**config.mk**
```make
export PLATFORM = sky130hd
export DESIGN_NAME = key_value_frame_parser_core_flat
export DESIGN_NICKNAME = d
export VERILOG_FILES = /design/src/rtl/kvfp_pkg.sv /design/src/rtl/kvfp_in_if.sv /design/src/rtl/kvfp_out_if.sv /design/src/rtl/key_value_frame_parser_core.sv /design/src/flat_wrapper.sv
export VERILOG_INCLUDE_DIRS = /design/src /design/src/rtl
export SDC_FILE = /design/constraint.sdc
export NUM_CORES = 1
export LEC_CHECK = 0
export ABC_CLOCK_PERIOD_IN_PS = 3400
export BUFFER_PORTS_ARGS = -buffer_cell sky130_fd_sc_hd__buf_2
export CORE_MARGIN = 4
export CORE_UTILIZATION = 45
export CTS_CLUSTER_SIZE = 30
export DETAILED_ROUTE_END_ITERATION = 8
export SLEW_MARGIN = 10
export SYNTH_ARGS = -nofsm -noshare
export SYNTH_HDL_FRONTEND = slang
export SYNTH_SLANG_ARGS = --single-unit
```
**constraint.sdc**
```tcl
create_clock -name clk_i -period 3.4 [get_ports clk_i]
set_clock_uncertainty 0.2 [all_clocks]
set_input_delay 0.51 -clock clk_i [delete_from_list [all_inputs] [get_ports clk_i]]
set_output_delay 0.51 -clock clk_i [all_outputs]
set_load 0.02 [all_outputs]
```
**src/rtl/key_value_frame_parser_core_assert.svh**
```systemverilog
// ----------------------------------------------------------------------------
// Key/value frame parser assertion macros
// Shared concurrent assertion forms, clocked on clk_i, disabled in reset.
// ----------------------------------------------------------------------------
`ifndef KEY_VALUE_FRAME_PARSER_CORE_ASSERT_SVH
`define KEY_VALUE_FRAME_PARSER_CORE_ASSERT_SVH

// same-cycle implication
`define KVFP_ASSERT_NOW(lbl, ante, cons) \
  lbl: assert property (@(posedge clk_i) disable iff (!rst_ni) (ante) |-> (cons)) \
    else $error("kvfp assertion failed");

// next-cycle implication
`define KVFP_ASSERT_NEXT(lbl, ante, cons) \
  lbl: assert property (@(posedge clk_i) disable iff (!rst_ni) (ante) |=> (cons)) \
    else $error("kvfp assertion failed");

`endif

```
**src/rtl/kvfp_pkg.sv**
```systemverilog
// ----------------------------------------------------------------------------
// Key/value frame parser package
// Codes, character constants and shared types.
// ----------------------------------------------------------------------------
package kvfp_pkg;

  localparam int unsigned MAX_FRAME_BYTES = 128;

  localparam logic [7:0] CHAR_COLON = 8'h3A;
  localparam logic [7:0] CHAR_STR   = 8'h63;
  localparam logic [7:0] CHAR_FLT   = 8'h66;
  localparam logic [7:0] CHAR_INT   = 8'h69;
  localparam logic [7:0] CHAR_BOOL  = 8'h62;
  localparam logic [7:0] CHAR_END   = 8'h3E;
  localparam logic [7:0] CHAR_ZERO  = 8'h30;
  localparam logic [7:0] CHAR_NINE  = 8'h39;

  // first byte index that is parsed as key/value content
  localparam int unsigned BODY_START = 8;
  localparam int unsigned MIN_FRAME  = 10;

  typedef enum logic [2:0] {
    EVT_IGNORED = 3'd0,
    EVT_KEY     = 3'd1,
    EVT_SEP     = 3'd2,
    EVT_TYPE    = 3'd3,
    EVT_LEN     = 3'd4,
    EVT_VALUE   = 3'd5
  } evt_kind_e;

  typedef enum logic [2:0] {
    VT_NONE   = 3'd0,
    VT_STRING = 3'd1,
    VT_FLOAT  = 3'd2,
    VT_INT    = 3'd3,
    VT_BOOL   = 3'd4
  } val_type_e;

  typedef enum logic [2:0] {
    ST_OK        = 3'd0,
    ST_BAD_START = 3'd1,
    ST_BAD_END   = 3'd2,
    ST_SHORT     = 3'd3,
    ST_BAD_SIZE  = 3'd4,
    ST_BAD_SUM   = 3'd5
  } frame_status_e;

  typedef enum logic [4:0] {
    MODE_KEY   = 5'b00001,
    MODE_TYPE  = 5'b00010,
    MODE_LEN0  = 5'b00100,
    MODE_LEN1  = 5'b01000,
    MODE_VALUE = 5'b10000
  } parse_mode_e;

  function automatic logic [7:0] header_char(input logic [1:0] pos);
    logic [7:0] c;
    unique case (pos)
      2'd0:    c = 8'h3C;
      2'd1:    c = 8'h6D;
      2'd2:    c = 8'h73;
      default: c = 8'h67;
    endcase
    return c;
  endfunction

  function automatic logic is_digit(input logic [7:0] c);
    return (c >= CHAR_ZERO) && (c <= CHAR_NINE);
  endfunction

endpackage

```
**src/rtl/kvfp_in_if.sv**
```systemverilog
// ----------------------------------------------------------------------------
// Key/value frame parser input channel
// Valid/ready channel carrying one frame byte per item.
// ----------------------------------------------------------------------------
interface kvfp_in_if;
  logic       valid;
  logic       ready;
  logic [7:0] data_byte;
  logic       frame_last;

  modport source (output valid, output data_byte, output frame_last, input ready);
  modport sink   (input valid, input data_byte, input frame_last, output ready);
endinterface

```
**src/rtl/kvfp_out_if.sv**
```systemverilog
// ----------------------------------------------------------------------------
// Key/value frame parser output channel
// Valid/ready channel carrying one classified byte event per item.
// ----------------------------------------------------------------------------
interface kvfp_out_if;
  logic       valid;
  logic       ready;
  logic [2:0] event_kind;
  logic [2:0] value_type;
  logic [7:0] byte_out;
  logic [6:0] value_position;
  logic       pair_done;
  logic [5:0] pairs_so_far;
  logic       frame_end;
  logic [2:0] frame_status;

  modport source (
    output valid, output event_kind, output value_type, output byte_out,
    output value_position, output pair_done, output pairs_so_far,
    output frame_end, output frame_status, input ready
  );
  modport sink (
    input valid, input event_kind, input value_type, input byte_out,
    input value_position, input pair_done, input pairs_so_far,
    input frame_end, input frame_status, output ready
  );
endinterface

```
**src/rtl/key_value_frame_parser_core.sv**
```systemverilog
// ----------------------------------------------------------------------------
// Key/value frame parser core
// One byte in, one classified event out per cycle while the output register is
// not stalled. Frame bytes 0..7 form the header ("<msg", two-digit size); from
// byte 8 on, bytes are classified as key characters, ':' separators, type
// codes, string length bytes or payload bytes. The frame_last byte carries the
// frame status (header, end marker, minimum length, declared size, mod-256
// checksum) and clears the frame state. Throughput is one byte per cycle when
// the output is not stalled: each byte is classified combinationally against
// the frame state registers and lands in the output register, which accepts a
// new byte whenever it is empty or being drained in the same cycle.
// ----------------------------------------------------------------------------
module key_value_frame_parser_core #(
  parameter int unsigned MAX_FRAME_BYTES = kvfp_pkg::MAX_FRAME_BYTES
) (
  input  logic              clk_i,
  input  logic              rst_ni,
  kvfp_in_if.sink           in_chan_i,
  kvfp_out_if.source        out_chan_o
);

  localparam int unsigned CntW = $clog2(MAX_FRAME_BYTES + 1);
  localparam logic [CntW-1:0] CntMax = CntW'(MAX_FRAME_BYTES);

  // frame state
  logic [CntW-1:0]       byte_count_q, byte_count_d;
  logic [7:0]            running_sum_q, running_sum_d;
  logic [7:0]            previous_byte_q, previous_byte_d;
  logic                  header_ok_q, header_ok_d;
  logic [6:0]            declared_size_q, declared_size_d;
  kvfp_pkg::parse_mode_e parse_mode_q, parse_mode_d;
  kvfp_pkg::val_type_e   current_type_q, current_type_d;
  logic [15:0]           payload_remaining_q, payload_remaining_d;
  logic [6:0]            payload_index_q, payload_index_d;
  logic [7:0]            length_low_q, length_low_d;
  logic [5:0]            pair_total_q, pair_total_d;

  // output register
  logic                      out_valid_q;
  kvfp_pkg::evt_kind_e       kind_q, kind_d;
  kvfp_pkg::val_type_e       vtype_q, vtype_d;
  logic [7:0]                byte_q;
  logic [6:0]                vpos_q, vpos_d;
  logic                      done_q, done_d;
  logic [5:0]                pairs_q;
  logic                      end_q;
  kvfp_pkg::frame_status_e   status_q, status_d;

  logic       in_fire;
  logic [7:0] b;
  logic       last;
  logic [7:0] total;
  logic [7:0] sum_wo;
  logic [15:0] remain_dec;

  assign in_chan_i.ready = !out_valid_q || out_chan_o.ready;
  assign in_fire         = in_chan_i.valid && in_chan_i.ready;
  assign b               = in_chan_i.data_byte;
  assign last            = in_chan_i.frame_last;
  assign total           = running_sum_q + b;
  assign sum_wo          = total - previous_byte_q;
  assign remain_dec      = (payload_remaining_q != 16'd0) ? payload_remaining_q - 16'd1
                                                          : 16'd0;

  always_comb begin
    byte_count_d        = byte_count_q;
    running_sum_d       = running_sum_q;
    previous_byte_d     = previous_byte_q;
    header_ok_d         = header_ok_q;
    declared_size_d     = declared_size_q;
    parse_mode_d        = parse_mode_q;
    current_type_d      = current_type_q;
    payload_remaining_d = payload_remaining_q;
    payload_index_d     = payload_index_q;
    length_low_d        = length_low_q;
    pair_total_d        = pair_total_q;
    kind_d              = kvfp_pkg::EVT_IGNORED;
    vtype_d             = kvfp_pkg::VT_NONE;
    vpos_d              = 7'd0;
    done_d              = 1'b0;
    status_d            = kvfp_pkg::ST_OK;

    if (byte_count_q < CntW'(4) && b != kvfp_pkg::header_char(byte_count_q[1:0])) begin
      header_ok_d = 1'b0;
    end
    if (byte_count_q == CntW'(5)) begin
      if (kvfp_pkg::is_digit(previous_byte_q) && kvfp_pkg::is_digit(b)) begin
        declared_size_d = 7'(previous_byte_q[3:0]) * 7'd10 + 7'(b[3:0]);
      end else begin
        declared_size_d = 7'd0;
      end
    end

    if (byte_count_q >= CntW'(kvfp_pkg::BODY_START)) begin
      unique case (parse_mode_q)
        kvfp_pkg::MODE_KEY: begin
          if (b == kvfp_pkg::CHAR_COLON) begin
            kind_d       = kvfp_pkg::EVT_SEP;
            parse_mode_d = kvfp_pkg::MODE_TYPE;
          end else begin
            kind_d = kvfp_pkg::EVT_KEY;
          end
        end
        kvfp_pkg::MODE_TYPE: begin
          vtype_d = current_type_q;
          priority if (b == kvfp_pkg::CHAR_COLON) begin
            kind_d = kvfp_pkg::EVT_SEP;
          end else if (b == kvfp_pkg::CHAR_STR) begin
            kind_d         = kvfp_pkg::EVT_TYPE;
            current_type_d = kvfp_pkg::VT_STRING;
            vtype_d        = kvfp_pkg::VT_STRING;
            parse_mode_d   = kvfp_pkg::MODE_LEN0;
          end else if (b == kvfp_pkg::CHAR_FLT || b == kvfp_pkg::CHAR_INT ||
                       b == kvfp_pkg::CHAR_BOOL) begin
            kind_d = kvfp_pkg::EVT_TYPE;
            priority if (b == kvfp_pkg::CHAR_FLT) begin
              current_type_d = kvfp_pkg::VT_FLOAT;
            end else if (b == kvfp_pkg::CHAR_INT) begin
              current_type_d = kvfp_pkg::VT_INT;
            end else begin
              current_type_d = kvfp_pkg::VT_BOOL;
            end
            vtype_d             = current_type_d;
            payload_remaining_d = (b == kvfp_pkg::CHAR_BOOL) ? 16'd1 : 16'd4;
            payload_index_d     = 7'd0;
            parse_mode_d        = kvfp_pkg::MODE_VALUE;
          end else begin
            kind_d = kvfp_pkg::EVT_IGNORED;
          end
        end
        kvfp_pkg::MODE_LEN0: begin
          kind_d       = kvfp_pkg::EVT_LEN;
          vtype_d      = current_type_q;
          length_low_d = b;
          parse_mode_d = kvfp_pkg::MODE_LEN1;
        end
        kvfp_pkg::MODE_LEN1: begin
          kind_d  = kvfp_pkg::EVT_LEN;
          vtype_d = current_type_q;
          if (b[7] || (length_low_q | b) == 8'd0) begin
            done_d              = 1'b1;
            parse_mode_d        = kvfp_pkg::MODE_KEY;
            current_type_d      = kvfp_pkg::VT_NONE;
            payload_remaining_d = 16'd0;
            payload_index_d     = 7'd0;
          end else begin
            payload_remaining_d = {b, length_low_q};
            payload_index_d     = 7'd0;
            parse_mode_d        = kvfp_pkg::MODE_VALUE;
          end
        end
        default: begin
          kind_d  = kvfp_pkg::EVT_VALUE;
          vtype_d = current_type_q;
          vpos_d  = payload_index_q;
          payload_index_d     = (payload_index_q != 7'd127) ? payload_index_q + 7'd1
                                                            : payload_index_q;
          payload_remaining_d = remain_dec;
          if (remain_dec == 16'd0) begin
            done_d              = 1'b1;
            parse_mode_d        = kvfp_pkg::MODE_KEY;
            current_type_d      = kvfp_pkg::VT_NONE;
            payload_index_d     = 7'd0;
          end
        end
      endcase
    end

    if (done_d && pair_total_q != 6'd63) begin
      pair_total_d = pair_total_q + 6'd1;
    end

    if (last) begin
      priority if (!header_ok_d || byte_count_q < CntW'(3)) begin
        status_d = kvfp_pkg::ST_BAD_START;
      end else if (b != kvfp_pkg::CHAR_END) begin
        status_d = kvfp_pkg::ST_BAD_END;
      end else if (byte_count_q < CntW'(kvfp_pkg::MIN_FRAME - 1)) begin
        status_d = kvfp_pkg::ST_SHORT;
      end else if (byte_count_q >= CntMax ||
                   {1'b0, byte_count_q} != (CntW + 1)'(declared_size_d)) begin
        status_d = kvfp_pkg::ST_BAD_SIZE;
      end else if (sum_wo != previous_byte_q) begin
        status_d = kvfp_pkg::ST_BAD_SUM;
      end else begin
        status_d = kvfp_pkg::ST_OK;
      end
    end else begin
      running_sum_d   = total;
      previous_byte_d = b;
      if (byte_count_q < CntMax) begin
        byte_count_d = byte_count_q + CntW'(1);
      end
    end
  end

  always_ff @(posedge clk_i or negedge rst_ni) begin
    if (!rst_ni) begin
      byte_count_q        <= '0;
      running_sum_q       <= '0;
      previous_byte_q     <= '0;
      header_ok_q         <= 1'b1;
      declared_size_q     <= '0;
      parse_mode_q        <= kvfp_pkg::MODE_KEY;
      current_type_q      <= kvfp_pkg::VT_NONE;
      payload_remaining_q <= '0;
      payload_index_q     <= '0;
      length_low_q        <= '0;
      pair_total_q        <= '0;
      out_valid_q         <= 1'b0;
    end else begin
      if (in_fire) begin
        if (last) begin
          byte_count_q        <= '0;
          running_sum_q       <= '0;
          previous_byte_q     <= '0;
          header_ok_q         <= 1'b1;
          declared_size_q     <= '0;
          parse_mode_q        <= kvfp_pkg::MODE_KEY;
          current_type_q      <= kvfp_pkg::VT_NONE;
          payload_remaining_q <= '0;
          payload_index_q     <= '0;
          length_low_q        <= '0;
          pair_total_q        <= '0;
        end else begin
          byte_count_q        <= byte_count_d;
          running_sum_q       <= running_sum_d;
          previous_byte_q     <= previous_byte_d;
          header_ok_q         <= header_ok_d;
          declared_size_q     <= declared_size_d;
          parse_mode_q        <= parse_mode_d;
          current_type_q      <= current_type_d;
          payload_remaining_q <= payload_remaining_d;
          payload_index_q     <= payload_index_d;
          length_low_q        <= length_low_d;
          pair_total_q        <= pair_total_d;
        end
        out_valid_q <= 1'b1;
      end else if (out_chan_o.ready) begin
        out_valid_q <= 1'b0;
      end
    end
  end

  always_ff @(posedge clk_i) begin
    if (in_fire) begin
      kind_q   <= kind_d;
      vtype_q  <= vtype_d;
      byte_q   <= b;
      vpos_q   <= vpos_d;
      done_q   <= done_d;
      pairs_q  <= pair_total_d;
      end_q    <= last;
      status_q <= status_d;
    end
  end

  assign out_chan_o.valid          = out_valid_q;
  assign out_chan_o.event_kind     = kind_q;
  assign out_chan_o.value_type     = vtype_q;
  assign out_chan_o.byte_out       = byte_q;
  assign out_chan_o.value_position = vpos_q;
  assign out_chan_o.pair_done      = done_q;
  assign out_chan_o.pairs_so_far   = pairs_q;
  assign out_chan_o.frame_end      = end_q;
  assign out_chan_o.frame_status   = status_q;

`include "key_value_frame_parser_core_assert.svh"

  `KVFP_ASSERT_NOW(a_status_only_at_end,
    out_valid_q && !end_q, status_q == kvfp_pkg::ST_OK)
  `KVFP_ASSERT_NEXT(a_frame_clears,
    in_fire && last, byte_count_q == '0 && pair_total_q == '0 && header_ok_q)
  `KVFP_ASSERT_NOW(a_payload_has_type,
    out_valid_q && (kind_q == kvfp_pkg::EVT_LEN || kind_q == kvfp_pkg::EVT_VALUE),
    vtype_q != kvfp_pkg::VT_NONE)

endmodule
```
**src/flat_wrapper.sv**
```systemverilog
// flat-port wrapper written by rule: the top's interface ports become plain ports
module key_value_frame_parser_core_flat 
#(
  parameter int unsigned MAX_FRAME_BYTES = kvfp_pkg::MAX_FRAME_BYTES
)
  (clk_i, rst_ni, in_chan_i_valid, in_chan_i_data_byte, in_chan_i_frame_last, in_chan_i_ready, out_chan_o_valid, out_chan_o_event_kind, out_chan_o_value_type, out_chan_o_byte_out, out_chan_o_value_position, out_chan_o_pair_done, out_chan_o_pairs_so_far, out_chan_o_frame_end, out_chan_o_frame_status, out_chan_o_ready);
  kvfp_in_if in_chan_i_i ();
  kvfp_out_if out_chan_o_i ();
  input  logic clk_i;
  input  logic rst_ni;
  input wire logic [$bits(in_chan_i_i.valid)-1:0] in_chan_i_valid;
  input wire logic [$bits(in_chan_i_i.data_byte)-1:0] in_chan_i_data_byte;
  input wire logic [$bits(in_chan_i_i.frame_last)-1:0] in_chan_i_frame_last;
  output wire logic [$bits(in_chan_i_i.ready)-1:0] in_chan_i_ready;
  output wire logic [$bits(out_chan_o_i.valid)-1:0] out_chan_o_valid;
  output wire logic [$bits(out_chan_o_i.event_kind)-1:0] out_chan_o_event_kind;
  output wire logic [$bits(out_chan_o_i.value_type)-1:0] out_chan_o_value_type;
  output wire logic [$bits(out_chan_o_i.byte_out)-1:0] out_chan_o_byte_out;
  output wire logic [$bits(out_chan_o_i.value_position)-1:0] out_chan_o_value_position;
  output wire logic [$bits(out_chan_o_i.pair_done)-1:0] out_chan_o_pair_done;
  output wire logic [$bits(out_chan_o_i.pairs_so_far)-1:0] out_chan_o_pairs_so_far;
  output wire logic [$bits(out_chan_o_i.frame_end)-1:0] out_chan_o_frame_end;
  output wire logic [$bits(out_chan_o_i.frame_status)-1:0] out_chan_o_frame_status;
  input wire logic [$bits(out_chan_o_i.ready)-1:0] out_chan_o_ready;
  assign in_chan_i_i.valid = in_chan_i_valid;
  assign in_chan_i_i.data_byte = in_chan_i_data_byte;
  assign in_chan_i_i.frame_last = in_chan_i_frame_last;
  assign in_chan_i_ready = in_chan_i_i.ready;
  assign out_chan_o_valid = out_chan_o_i.valid;
  assign out_chan_o_event_kind = out_chan_o_i.event_kind;
  assign out_chan_o_value_type = out_chan_o_i.value_type;
  assign out_chan_o_byte_out = out_chan_o_i.byte_out;
  assign out_chan_o_value_position = out_chan_o_i.value_position;
  assign out_chan_o_pair_done = out_chan_o_i.pair_done;
  assign out_chan_o_pairs_so_far = out_chan_o_i.pairs_so_far;
  assign out_chan_o_frame_end = out_chan_o_i.frame_end;
  assign out_chan_o_frame_status = out_chan_o_i.frame_status;
  assign out_chan_o_i.ready = out_chan_o_ready;
  key_value_frame_parser_core #(.MAX_FRAME_BYTES(MAX_FRAME_BYTES)) u_core (.clk_i(clk_i), .rst_ni(rst_ni), .in_chan_i(in_chan_i_i), .out_chan_o(out_chan_o_i));
endmodule
```
# Word-level counts from Yosys, hierarchy flattened
# Cells that the tools add are included.
[totals]
wordCells = 173
out_inout_bits = 34
ff_bits = 110
[op_classes]
reduce_logical = 37
n_lt_le_gt_ge = 10
mux = 68
bitwise_logic = 3
add_sub_neg = 7
n_eq_ne = 25
mul = 1
[ops]
columns = ["op", "count"]
rows = [
  ["2-to-1 mux 16 bit", 7],
  ["2-to-1 mux 7 bit", 10],
  ["2-to-1 mux 8 bit", 7],
  ["case mux 16 bit (3 select lines)", 1],
  ["2-to-1 mux 3 bit", 14],
  ["case mux 7 bit (3 select lines)", 2],
  ["2-to-1 mux 5 bit", 8],
  ["== test 8 x 7 -> 1 bit (second input constant)", 4],
  ["case mux 5 bit (4 select lines)", 1],
  ["case mux 3 bit (3 select lines)", 2],
  [">= comparator 8 x 6 -> 1 bit (second input constant)", 2],
  ["less-or-equal comparator 8 x 6 -> 1 bit (second input constant)", 2],
  ["zero test 16 bit", 1],
  ["!= test 8 x 7 -> 1 bit", 2],
  ["nonzero test 16 bit", 1],
  ["subtractor 16 x 1 -> 16 bit (second input constant)", 1],
  ["2-to-1 mux 6 bit", 2],
  ["AND reduction 6 bit", 2],
  ["!= test 3 x 2 -> 1 bit (second input constant)", 3],
  ["adder 8 x 1 -> 8 bit (second input constant)", 1],
  ["adder 8 bit", 1],
  ["== test 8 x 3 -> 1 bit (second input constant)", 1],
  ["== test 8 x 6 -> 1 bit (second input constant)", 1],
  [">= comparator 8 x 4 -> 1 bit (second input constant)", 1],
  ["other kinds (46)", 74],
]

# Logic depth before layout (Yosys ltp)
# Gate-level depths: netlist (run 1).
[logic_depth]
ltp_word = 11
depth_mapped = 14
depth_no_buf = 14

# Least setup slack after synthesis (run 1)
# Ideal clock, no wire load.
[synth_path]
kind = "input-to-reg"
start = "input in_chan_i_data_byte[0]"
end = "register u_core.status_q[2] (netlist: u_core.out_chan_o.frame_status[2]) (data pin)"
arrival_time_ns = 2.938
cell_stages = 14
setup_ns = 0.257
path_slack_ns = 0.005
t_required_ns = 2.943
n_path_buf = 0
path_cell_list = "ha_1 > fa_1 > a21o_1 > a21oi_1 > o21bai_1 > a21oi_1 > xnor2_1 > ha_1 > or3_1 > o21ai_0 > a21oi_1 > xor2_1 > nand4_1 > o2111a_1"
[synth_via]
elab_chain_len = 8
word_cells_on_any_way = 21
classes_between = "add/sub (3); order compare (2); eq/ne (4); mux (5); reduce/logical (7)"
[synth_rtl]
columns = ["item", "line", "source"]
rows = [
  ["start, declared", "flat_wrapper.sv:12", "input wire logic [$bits(in_chan_i_i.data_byte)-1:0] in_chan_i_data_byte;"],
  ["parallel branches: the longest is 8 deep, another holds adder 8 bit", "-", ""],
  ["end signal, assigned", "key_value_frame_parser_core.sv:254", "status_q <= status_d;"],
  ["end, declared", "key_value_frame_parser_core.sv:47", "kvfp_pkg::frame_status_e status_q, status_d;"],
]
# Parallel ways; which one is timed is not known.
# A chain may end at the register's enable or synchronous reset.

# Worst setup path in the final report (run 1)
[layout_path]
start = "register u_core.running_sum_q[1]"
end = "register u_core.status_q[2] (netlist: u_core.out_chan_o.frame_status[2]) (data pin)"
[layout_via]
elab_chain_len = 5
[layout_rtl]
columns = ["item", "line", "source"]
rows = [
  ["start, declared", "key_value_frame_parser_core.sv:27", "logic [7:0] running_sum_q, running_sum_d;"],
  ["start signal, assigned", "key_value_frame_parser_core.sv:227", "running_sum_q <= running_sum_d;"],
  ["adder 8 bit", "key_value_frame_parser_core.sv:60", "assign total = running_sum_q + b;"],
  ["subtractor 8 bit", "key_value_frame_parser_core.sv:61", "assign sum_wo = total - previous_byte_q;"],
  ["!= test 8 bit", "key_value_frame_parser_core.sv:183", "end else if (sum_wo != previous_byte_q) begin"],
  ["2-to-1 mux 3 bit", "key_value_frame_parser_core.sv:183", ""],
  ["2-to-1 mux 3 bit", "key_value_frame_parser_core.sv:180", "end else if (byte_count_q >= CntMax ||"],
]
# No other way between the ends.

==> summary.md, run 1 <==
| Metric | Value |
|---|---|
| Status | complete, no violations |
| GRT Total Usage | 21.27% |
| Yosys reg bits | 110 |
| CTS Buf Count | 9 |
| Final setup fails | 0 |
| Final net count | 859 |
| Via/cell ratio | 5.858 |
| Layout cells sized above 1 | 17.87% |
| Final ANT Viol Nets | 0 |
| PD cells | 663.6 mW/mm2 |
| Fraction of registers with async set/reset | 70.91% |
| Synth Area per Inst | 9.194 um2 |
| Die area | 0.01693 mm2 |
| Pre-CTS setup slack | -0.3401 ns |
| Dpl hpwl | 12,590 um |
| Mux share of post-synthesis cell area | 0.2983% |
| Slew Limit Fails | 0 |
| CP max stage cell | dfrtp_1 |
| FMAX | 301.3 MHz |
| Worst path required time | 3.32 ns |
| Post-synthesis compound-gate area fraction | 19.07% |
| Top cell type's share of synthesized area | 28.34% |
| Area grow syn2layout | 16.41% |
| Maximum VDD drop | 0.2795 mV |
| Ys flop type | dfrtp_1 |
| # clock sinks | 110 |
| Row cnt | 44 |
| Total gr overflow | 0 |
| Slew headroom | 29.20% |
| H-tree depth | 3 |
| Hold WS | 0.1167 ns |
| Vias in the first global route | 5,584 |
| Reg2reg start | u_core.running_sum_q[1] |
| Max stage delay on crit path | 0.43 ns |
| Worst-margin pin slew | 1.062 ns |
| CORE AREA | 0.01459 mm2 |
| Top post-synthesis cells by area | dfrtp_1 (28%), edfxtp_1 (14%), ha_1 (5.6%) |
| CP Capture Type | flip-flop |
| Critical Path AT | 3.24 ns |
| I/O Buffers | 46 |
| Mapped Cells | 730 |
| Count of cell types in the netlist | 68 |
| Global-route wire length before repair | 28,460 um |
| Synth Area in XOR/XNOR | 6.394% |
| # IOs | 47 |
| Total power draw | 5184 uW |
| Skew-Pair Late Insertion Delay | 0.36 ns |
| Filler instances | 1,322 |
| ANT cells | 0 |
| R2R cell count | 13 |
| Hold Path Class | primary input to asynchronous set/reset pin |
| Synth Area in Simple Gates | 19.76% |
| Largest net degree at the start of global routing | 79 |
| Lkg Pwr | 0.003325 uW |
| Max-Cap Viols | 0 |
| Clock tree from TritonCTS | built |
| Main combinational cell family by area after synthesis | simple AND/OR/NAND/NOR gates |
| R2R Setup Slk | 0.08 ns |
| Crit Path Max Fanout | 3 |
| Clock transition at path regs | 0.07 ns |
| Root buffer cell | clkbuf_16 |
| Die X | 130.1 um |
| Post-Synth Adder-Cell Area | 6.786% |
| RSZ-0062 raised after global routing | yes |
| Yosys warns | 0 |
| Drt first pass iters | 5 |
| Post-synth EDFFs | 32 |
| # DRC | 0 |
| Post-placement cell count | 985 |
| DR vias | 5,864 |
| Worst r2r dst | u_core.out_chan_o.frame_status[2] |
| Final min period | 3.319 ns |
| Sequential area share after synthesis | 43.44% |
| Final Hold Viols | 0 |
| DRC marker count from the first detailed-route iteration | 488 |
| CP Class | flip-flop to flip-flop |
| Worst-case clock buffer depth | 2 |
| Wire per inst | 17.63 um |
| Commonest non-fill, non-tap cell in the layout | nand2_1 |
| Commonest cells after routing, fill and taps aside | nand2_1 (82), dfrtp_1 (76), o21ai_0 (67) |
| Starting density of the core | 46.00% |
| Critical path launch point type | flip-flop |
| Chip height | 130.1 um |
| Dominant cell type by area after synthesis | dfrtp_1 |
| Initial antenna violation count | 0 |
| Final setup TNS | 0 ns |
| Drt total wl | 17,650 um |
| Post-Synthesis Cell Area | 0.006711 mm2 |
| Fin crit share | 97.62% |
| Post-route worst setup slack | 0.08096 ns |
| Syn nets | 777 |
| Cell Chain, Critical Path | ha_1 > a21oi_1 > nor2b_1 > o31ai_1 > nand2b_1 > xor2_1 > ha_1 > or3_1 > o21ai_1 > a21oi_1 > xor2_1 > nand4_1 > o2111a_1 |
| Fin cells | 1,001 |
| Gpl congestion | 0.8823 |
## sequential cells by signal (all words and copies together), names as in the netlist, 6 cells and up
register / flops
u_core.byte_count_q: 8
u_core.pair_total_q: 6
u_core.running_sum_q: 8
u_core.payload_index_q: 7
u_core.out_chan_o.pairs_so_far: 6
u_core.declared_size_q: 7
u_core.payload_remaining_q: 16
u_core.previous_byte_q: 8
u_core.length_low_q: 8
u_core.out_chan_o.byte_out: 8
u_core.out_chan_o.value_position: 7
## worst max-delay path by stage
stage	start	to	slack, ns	depth (start not counted)
final	u_core.running_sum_q[1]	u_core.out_chan_o.frame_status[2]	0.08	13
after global routing	u_core.running_sum_q[1]	u_core.out_chan_o.frame_status[2]	-0.08	13
after CTS	u_core.payload_remaining_q[0]	u_core.pair_total_q[4]	0.01	11
after detailed placement	in_chan_i_data_byte[0]	u_core.out_chan_o.frame_status[2]	-0.34	15
after global placement	in_chan_i_data_byte[0]	u_core.out_chan_o.frame_status[2]	-0.24	15
after floorplan	in_chan_i_data_byte[0]	u_core.out_chan_o.frame_status[2]	0.005	14
## synth_stat cells, drive strengths merged (5+ instances only)
library cell  count
nand4             9
o21a              7
a21o              5
clkbuf           31
ha               30
nand3            20
nand2            83
inv              36
a21oi            40
and2              8
dfrtp            76
or2               5
o21ai            70
o22ai             8
a22o              7
nor2             53
nor4             16
edfxtp           32
o31ai            16
or4               5
nor3             17
buf               6
nand2b            9
a22oi            12
xor2             17
nor2b             5
or3               9
a31oi             7
xnor2            32
## layer usage
layer / track usage (%) / wire length, um / vias to the layer above
li1: - / - / 2808
met3: 4.625 / 918 / 36
met4: 6.174 / 379 / 0
met2: 34.25 / 8259 / 191
met1: 28.98 / 8089 / 2829
met5: 0 / 0 / -
## where the power goes
part | switching [uW] | internal, uW
registers | 170 | 1550
logic | 1250 | 1120
clock network | 496 | 598
## stage by stage
step | utilization [%] | area [um2]
6_report | 53.55 | 7812
3_3_place_gp | 51.34 | 7490
4_1_cts | 53.45 | 7797
2_1_floorplan | - | 6711
5_1_grt | 53.55 | 7812
3_5_place_dp | 51.34 | 7490
## critical path: cells and delay by family, from the launching register on
| family | cells | cell delay [ns] |
|---|---|---|
| compound gates | 5 | 0.85 |
| fa+ha+maj | 2 | 0.58 |
| simple gates | 4 | 0.64 |
| flops | 1 | 0.43 |
| xor+xnor | 2 | 0.39 |
## cell type report
class	instances	area, um2	share of cell area [%]
Clock buffer	12	246.5	3.155
Clock inverter	4	55.05	0.7047
Inverter	36	135.1	1.730
Multi-Input combinational cell	547	3532	45.21
Sequential cell	110	2915	37.32
Tap cell	184	230.2	2.947
Timing Repair Buffer	108	698.2	8.937
## cells by family (layout without fill, tap and decap cells)
group,count (synthesis),after routing
AND/OR/NAND/NOR,261,261
AO/OA/AOI/OAI,201,201
flip-flops,110,110
buffers and inverters,73,160
XOR/XNOR,49,49
adder cells (fa/ha/maj),34,34
multiplexers,2,2
## timing repair
action                                  in CTS  in global routing
endpoints found under the setup margin       2                 15
gates cloned                                 0                  0
setup buffers                                0                  0
resized for setup                            2                  6
hold buffers                                 0                  0
pin swaps                                    0                  6
No activity file was read; power rests on OpenSTA's default activity.
==> inputs of run 2 (changes only) <==
--- a/config.mk
+++ b/config.mk
@@ -9,9 +9,10 @@
 export ABC_CLOCK_PERIOD_IN_PS = 3400
 export BUFFER_PORTS_ARGS = -buffer_cell sky130_fd_sc_hd__buf_2
 export CORE_MARGIN = 4
-export CORE_UTILIZATION = 45
+export CORE_UTILIZATION = 40
 export CTS_CLUSTER_SIZE = 30
 export DETAILED_ROUTE_END_ITERATION = 8
+export GPL_TIMING_DRIVEN = 0
 export SLEW_MARGIN = 10
 export SYNTH_ARGS = -nofsm -noshare
 export SYNTH_HDL_FRONTEND = slang
==> summary.md, run 2 (synthesized netlist as in run 1, its figures left out) <==
| Metric | Value |
|---|---|
| Root buffer cell | clkbuf_16 |
| DRC marker count from the first detailed-route iteration | 445 (-8.8%) |
| DR vias | 5,753 (-1.9%) |
| CP top delay family | adder cells |
| Placed Area | 0.007276 mm2 (-2.9%) |
| Reg2reg start | u_core.previous_byte_q[1] |
| Vias in the first global route | 5,555 (-0.52%) |
| Drt total wl | 17,980 um (+1.9%) |
| Final setup fails | 1 (+1) |
| Failing checks | negative setup slack |
| Die X | 137.5 um (+5.7%) |
| Worst-case clock buffer depth | 2 (unchanged) |
| CP max stage cell | dfrtp_1 |
| Fin cells | 1,024 (+2.3%) |
| Worst-margin pin slew | 0.9482 ns (-0.1139 ns) |
| Die area | 0.01891 mm2 (+12%) |
| CP Class | flip-flop to flip-flop |
| Maximum VDD drop | 0.2543 mV (-9.0%) |
| Critical path launch point type | flip-flop |
| Clock transition at path regs | 0.07 ns (about the same) |
| # IOs | 47 (unchanged) |
| Crit-path most repeated cell | ha_1 |
| FMAX | 291.8 MHz (-3.1%) |
| Hold Path Class | primary input to flip-flop |
| Via/cell ratio | 5.618 (-4.1%) |
| Drt first pass iters | 5 (unchanged) |
| Cell Chain, Critical Path | ha_1 > ha_1 > inv_1 > fa_1 > xor2_1 > o21ai_0 > nand3b_1 > a311o_1 > or3_1 > o2111a_1 |
| Lkg Pwr | 0.003168 uW (-4.7%) |
| Chip height | 137.5 um (+5.7%) |
| Largest net degree at the start of global routing | 49 (-38%) |
| Final net count | 846 (-1.5%) |
| Post-route worst setup slack | -0.02671 ns (-0.1077 ns) |
| Skew-Pair Late Insertion Delay | 0.36 ns (about the same) |
| R2R Setup Slk | -0.03 ns (-0.11 ns) |
| Wire per inst | 17.56 um (-0.40%) |
| Hold Path Sink | u_core.out_chan_o.valid |
| Worst path required time | 3.31 ns (about the same) |
| Worst hold path depth | 2 |
| Final min period | 3.427 ns (+0.1077 ns) |
| H-tree depth | 3 (unchanged) |
| Commonest cells after routing, fill and taps aside | nand2_1 (82), dfrtp_1 (76), o21ai_0 (67) |
| Dpl hpwl | 13,180 um (+4.7%) |
| Starting density of the core | 40.61% (-5.4 points) |
| ANT cells | 0 (unchanged) |
| Final setup TNS | -0.02671 ns (-0.02671 ns) |
| Gpl congestion | 0.8982 (+1.8%) |
| Slew Limit Fails | 0 (unchanged) |
| Final Hold Viols | 0 (unchanged) |
| Initial antenna violation count | 0 (unchanged) |
| Layout cells sized above 1 | 14.55% (-3.3 points) |
| # DRC | 0 (unchanged) |
| Buffer and inverter count on the worst path | 1 (+1) |
| Crit Path Max Fanout | 7 (+4) |
| # clock sinks | 110 (unchanged) |
| GRT Total Usage | 19.70% (-1.6 points) |
| Post-placement cell count | 998 (+1.3%) |
| Status | finished, violations left |
| Clock tree from TritonCTS | built |
| Final ANT Viol Nets | 0 (unchanged) |
| Total gr overflow | 0 (unchanged) |
| Max-Cap Viols | 0 (unchanged) |
| CTS Buf Count | 9 (unchanged) |
| Slew headroom | 36.55% (+7.4 points) |
| Worst Hold Launch | in_chan_i_valid |
| I/O Buffers | 46 (unchanged) |
| Commonest non-fill, non-tap cell in the layout | nand2_1 |
| PD cells | 644.2 mW/mm2 (-2.9%) |
| Critical Path AT | 3.34 ns (+0.10 ns) |
| Global-route wire length before repair | 28,840 um (+1.4%) |
| Worst r2r dst | u_core.out_chan_o.frame_status[2] |
| Max stage delay on crit path | 0.48 ns (+0.05 ns) |
| CORE AREA | 0.01652 mm2 (+13%) |
| RSZ-0062 raised after global routing | yes |
| Design area | 0.007750 mm2 (-0.80%) |
| CP Capture Type | flip-flop |
| Row cnt | 47 (+6.8%) |
| Area grow syn2layout | 15.47% |
| Fin crit share | 100.8% (+3.2 points) |
| R2R cell count | 10 (-3) |
| Max FFs per register | 16 (unchanged) |
| Largest register by flop count | u_core.payload_remaining_q |
run 2: worst max-delay path by stage:
| stage | startpoint | end | slack, ns | cells after the start |
|---|---|---|---|---|
| 3_3_place_gp | in_chan_i_data_byte[0] | u_core.out_chan_o.frame_status[2] | -0.54 | 15 |
| 5_1_grt | u_core.running_sum_q[0] | u_core.out_chan_o.frame_status[2] | -0.20 | 14 |
| 2_1_floorplan | in_chan_i_data_byte[0] | u_core.out_chan_o.frame_status[2] | 0.005 | 14 |
| 3_5_place_dp | in_chan_i_data_byte[2] | u_core.out_chan_o.frame_status[2] | -0.57 | 12 |
| 4_1_cts | u_core.running_sum_q[0] | u_core.out_chan_o.frame_status[2] | -0.04 | 14 |
| 6_report | u_core.previous_byte_q[1] | u_core.out_chan_o.frame_status[2] | -0.03 | 10 |
run 2: layer usage:
metal  GRT usage, %  vias to the layer above  routed length (um)
met5              0                        -                   0
met4          6.486                        0                 434
met3          3.725                       30                 932
met2          32.51                      161                8625
met1          26.10                     2776                7987
li1               -                     2786                   -
run 2: layout make-up:
type                    count  area, um2
fillers                  1586       8775
multi-input cells         547       3635
flip-flops and latches    110       2915
repair buffers             59      372.9
well taps                 220      275.3
clock buffers              11      232.7
plain buffers              36      148.9
inverters                  36      135.1
clock inverters             5      35.03
run 2: metrics by stage:
step / hold WS (ns) / setup slack (ns) / total power (uW) / utilization, %
after floorplan: 0.01441 / 0.005182 / 3288 / -
after global placement: 0.2676 / -0.5425 / 3724 / 43.67
after detailed placement: 0.2872 / -0.5697 / 3775 / 44.03
after CTS: 0.1372 / -0.04163 / 4879 / 46.13
after global routing: 0.1585 / -0.1956 / 5349 / 46.90
final: 0.1496 / -0.02671 / 4992 / 46.90
run 2: what timing repair did:
item,CTS,global route
buffers inserted,5,5
hold endpoints to repair,29,0
pin swaps,6,12
hold buffers,1,0
gates resized for setup,11,15
setup endpoints to repair,25,24
run 2: power by group:
| group | internal, uW | switching [uW] | total [uW] |
|---|---|---|---|
| sequential | 1550 | 182 | 1730 |
| combinational | 1020 | 1250 | 2270 |
| clock | 500 | 491 | 991 |
==> inputs of run 3 (changes only) <==
--- a/config.mk
+++ b/config.mk
@@ -8,11 +8,12 @@
 export LEC_CHECK = 0
 export ABC_CLOCK_PERIOD_IN_PS = 3400
 export BUFFER_PORTS_ARGS = -buffer_cell sky130_fd_sc_hd__buf_2
-export CORE_MARGIN = 4
+export CORE_MARGIN = 2
 export CORE_UTILIZATION = 40
 export CTS_CLUSTER_SIZE = 30
 export DETAILED_ROUTE_END_ITERATION = 8
 export GPL_TIMING_DRIVEN = 0
+export REMOVE_ABC_BUFFERS = 1
 export SLEW_MARGIN = 10
 export SYNTH_ARGS = -nofsm -noshare
 export SYNTH_HDL_FRONTEND = slang
==> summary.md, run 3 (synthesized netlist as in run 1, its figures left out) <==
| Metric | Value |
|---|---|
| Final net count | 818 (-3.3%) |
| Post-route worst setup slack | -0.01279 ns (+0.01393 ns) |
| CORE AREA | 0.01647 mm2 (-0.36%) |
| Initial antenna violation count | 0 (unchanged) |
| CP Class | flip-flop to flip-flop |
| FMAX | 293.0 MHz (+0.41%) |
| Root buffer cell | clkbuf_16 |
| CP Capture Type | flip-flop |
| RSZ-0062 raised after global routing | yes |
| Drt total wl | 17,760 um (-1.2%) |
| Global-route wire length before repair | 27,970 um (-3.0%) |
| Fin crit share | 100.4% (-0.41 points) |
| Total gr overflow | 0 (unchanged) |
| H-tree depth | 3 (unchanged) |
| Final setup fails | 1 (unchanged) |
| Max-Cap Viols | 0 (unchanged) |
| Via/cell ratio | 5.755 (+2.4%) |
| GRT Total Usage | 19.65% (-0.045 points) |
| Worst path required time | 3.32 ns (about the same) |
| # IOs | 47 (unchanged) |
| Starting density of the core | 40.76% (+0.15 points) |
| Failing checks | negative setup slack |
| Clock transition at path regs | 0.08 ns (about the same) |
| Crit Path Max Fanout | 5 (-2) |
| Critical Path AT | 3.34 ns (about the same) |
| Largest net degree at the start of global routing | 47 (-4.1%) |
| Lkg Pwr | 0.003141 uW (-0.88%) |
| Max FFs per register | 16 (unchanged) |
| Die area | 0.01783 mm2 (-5.7%) |
| Commonest cells after routing, fill and taps aside | nand2_1 (81), dfrtp_1 (73), o21ai_0 (67) |
| Status | finished, violations left |
| Gpl congestion | 0.9153 (+1.9%) |
| Critical path launch point type | flip-flop |
| Clock tree from TritonCTS | built |
| Slew headroom | 32.29% (-4.3 points) |
| Commonest non-fill, non-tap cell in the layout | nand2_1 |
| CTS Buf Count | 9 (unchanged) |
| Dpl hpwl | 11,880 um (-9.8%) |
| Area grow syn2layout | 14.97% |
| Worst-case clock buffer depth | 2 (unchanged) |
| # DRC | 0 (unchanged) |
| Maximum VDD drop | 0.3094 mV (+22%) |
| Final ANT Viol Nets | 0 (unchanged) |
| I/O Buffers | 46 (unchanged) |
| ANT cells | 0 (unchanged) |
| Final setup TNS | -0.01279 ns (+0.01393 ns) |
| Row cnt | 47 (unchanged) |
| Skew-Pair Late Insertion Delay | 0.36 ns (about the same) |
| Worst-margin pin slew | 1.012 ns (+0.06374 ns) |
| PD cells | 658.8 mW/mm2 (+2.3%) |
| Vias in the first global route | 5,553 (-0.036%) |
| Layout cells sized above 1 | 16.62% (+2.1 points) |
| Chip height | 133.5 um (-2.9%) |
| Largest register by flop count | u_core.payload_remaining_q |
| Die X | 133.5 um (-2.9%) |
| Final min period | 3.413 ns (-0.01393 ns) |
| Slew Limit Fails | 0 (unchanged) |
| Wire per inst | 17.83 um (+1.6%) |
| Final Hold Viols | 0 (unchanged) |
| Hold Path Class | primary input to flip-flop |
| Drt first pass iters | 5 (unchanged) |
| Placed Area | 0.007119 mm2 (-2.1%) |
| DR vias | 5,732 (-0.37%) |
| DRC marker count from the first detailed-route iteration | 561 (+26%) |
| Design area | 0.007716 mm2 (-0.44%) |
| # clock sinks | 110 (unchanged) |
run 3: worst paths after layout:
kind / to / startpoint / slack (ns) / depth (start not counted)
min in group asynchronous: u_core.length_low_q[1] / rst_ni / 0.46 / 2
setup reg to reg: u_core.out_chan_o.frame_status[2] / u_core.previous_byte_q[1] / -0.01 / 10
setup / recovery: u_core.out_chan_o.frame_status[2] / u_core.previous_byte_q[1] / -0.01 / 10
max in group asynchronous: u_core.previous_byte_q[3] / rst_ni / 1.93 / 3
hold reg to reg: u_core.header_ok_q / u_core.header_ok_q / 0.30 / 2
hold / removal: u_core.out_chan_o.valid / in_chan_i_valid / 0.19 / 2
run 3: metal layers:
metal | up-vias | GRT usage (%) | part of all wire (%)
li1 | 2724 | - | -
met1 | 2802 | 25.61 | 45
met2 | 172 | 32.96 | 48
met3 | 34 | 3.349 | 4.6
met4 | 0 | 7.210 | 2.6
met5 | - | 0 | 0
run 3: metrics by stage:
stage | total power (uW) | worst slack, ns | std cells | hold WS, ns | util [%]
2_1_floorplan | 3240 | -0.2343 | 693 | 0.01441 | -
3_3_place_gp | 3649 | -1.528 | 959 | 0.2682 | 42.92
3_5_place_dp | 3709 | -0.6510 | 961 | 0.2822 | 43.24
4_1_cts | 4850 | -0.04421 | 984 | 0.1775 | 45.63
5_1_grt | 5428 | -0.1447 | 996 | 0.1971 | 46.86
6_report | 5084 | -0.01279 | 996 | 0.1878 | 46.86
run 3: layout make-up:
type                    count  area, um2
fillers                  1561       8750
repair buffers             66      425.4
inverters                  36      137.6
flip-flops and latches    110       2919
clock inverters             4      32.53
clock buffers              12      246.5
well taps                 220      275.3
multi-input cells         548       3680
run 3: what timing repair did:
item                                    in CTS  in global routing
pin swaps                                   14                 12
endpoints found under the setup margin      27                 26
cloned                                       0                  1
buffers inserted                             6                 11
endpoints found under the hold margin       31                  0
hold buffers                                 1                  0
resized for setup                           18                 23
run 3: report_power, final:
part           total (uW)  switching (uW)  internal (uW)
sequential           1780             231           1550
clock                1030             505            522
combinational        2270            1230           1050
run 3: worst max-delay path: stages (launching register included):
cell and delay (ns):
dfrtp_2 0.45, ha_1 0.31, ha_1 0.20, inv_1 0.07, fa_1 0.47, xor2_1 0.21
o21ai_0 0.20, nand3b_1 0.11, a311o_1 0.36, or3_1 0.33, o2111a_1 0.25
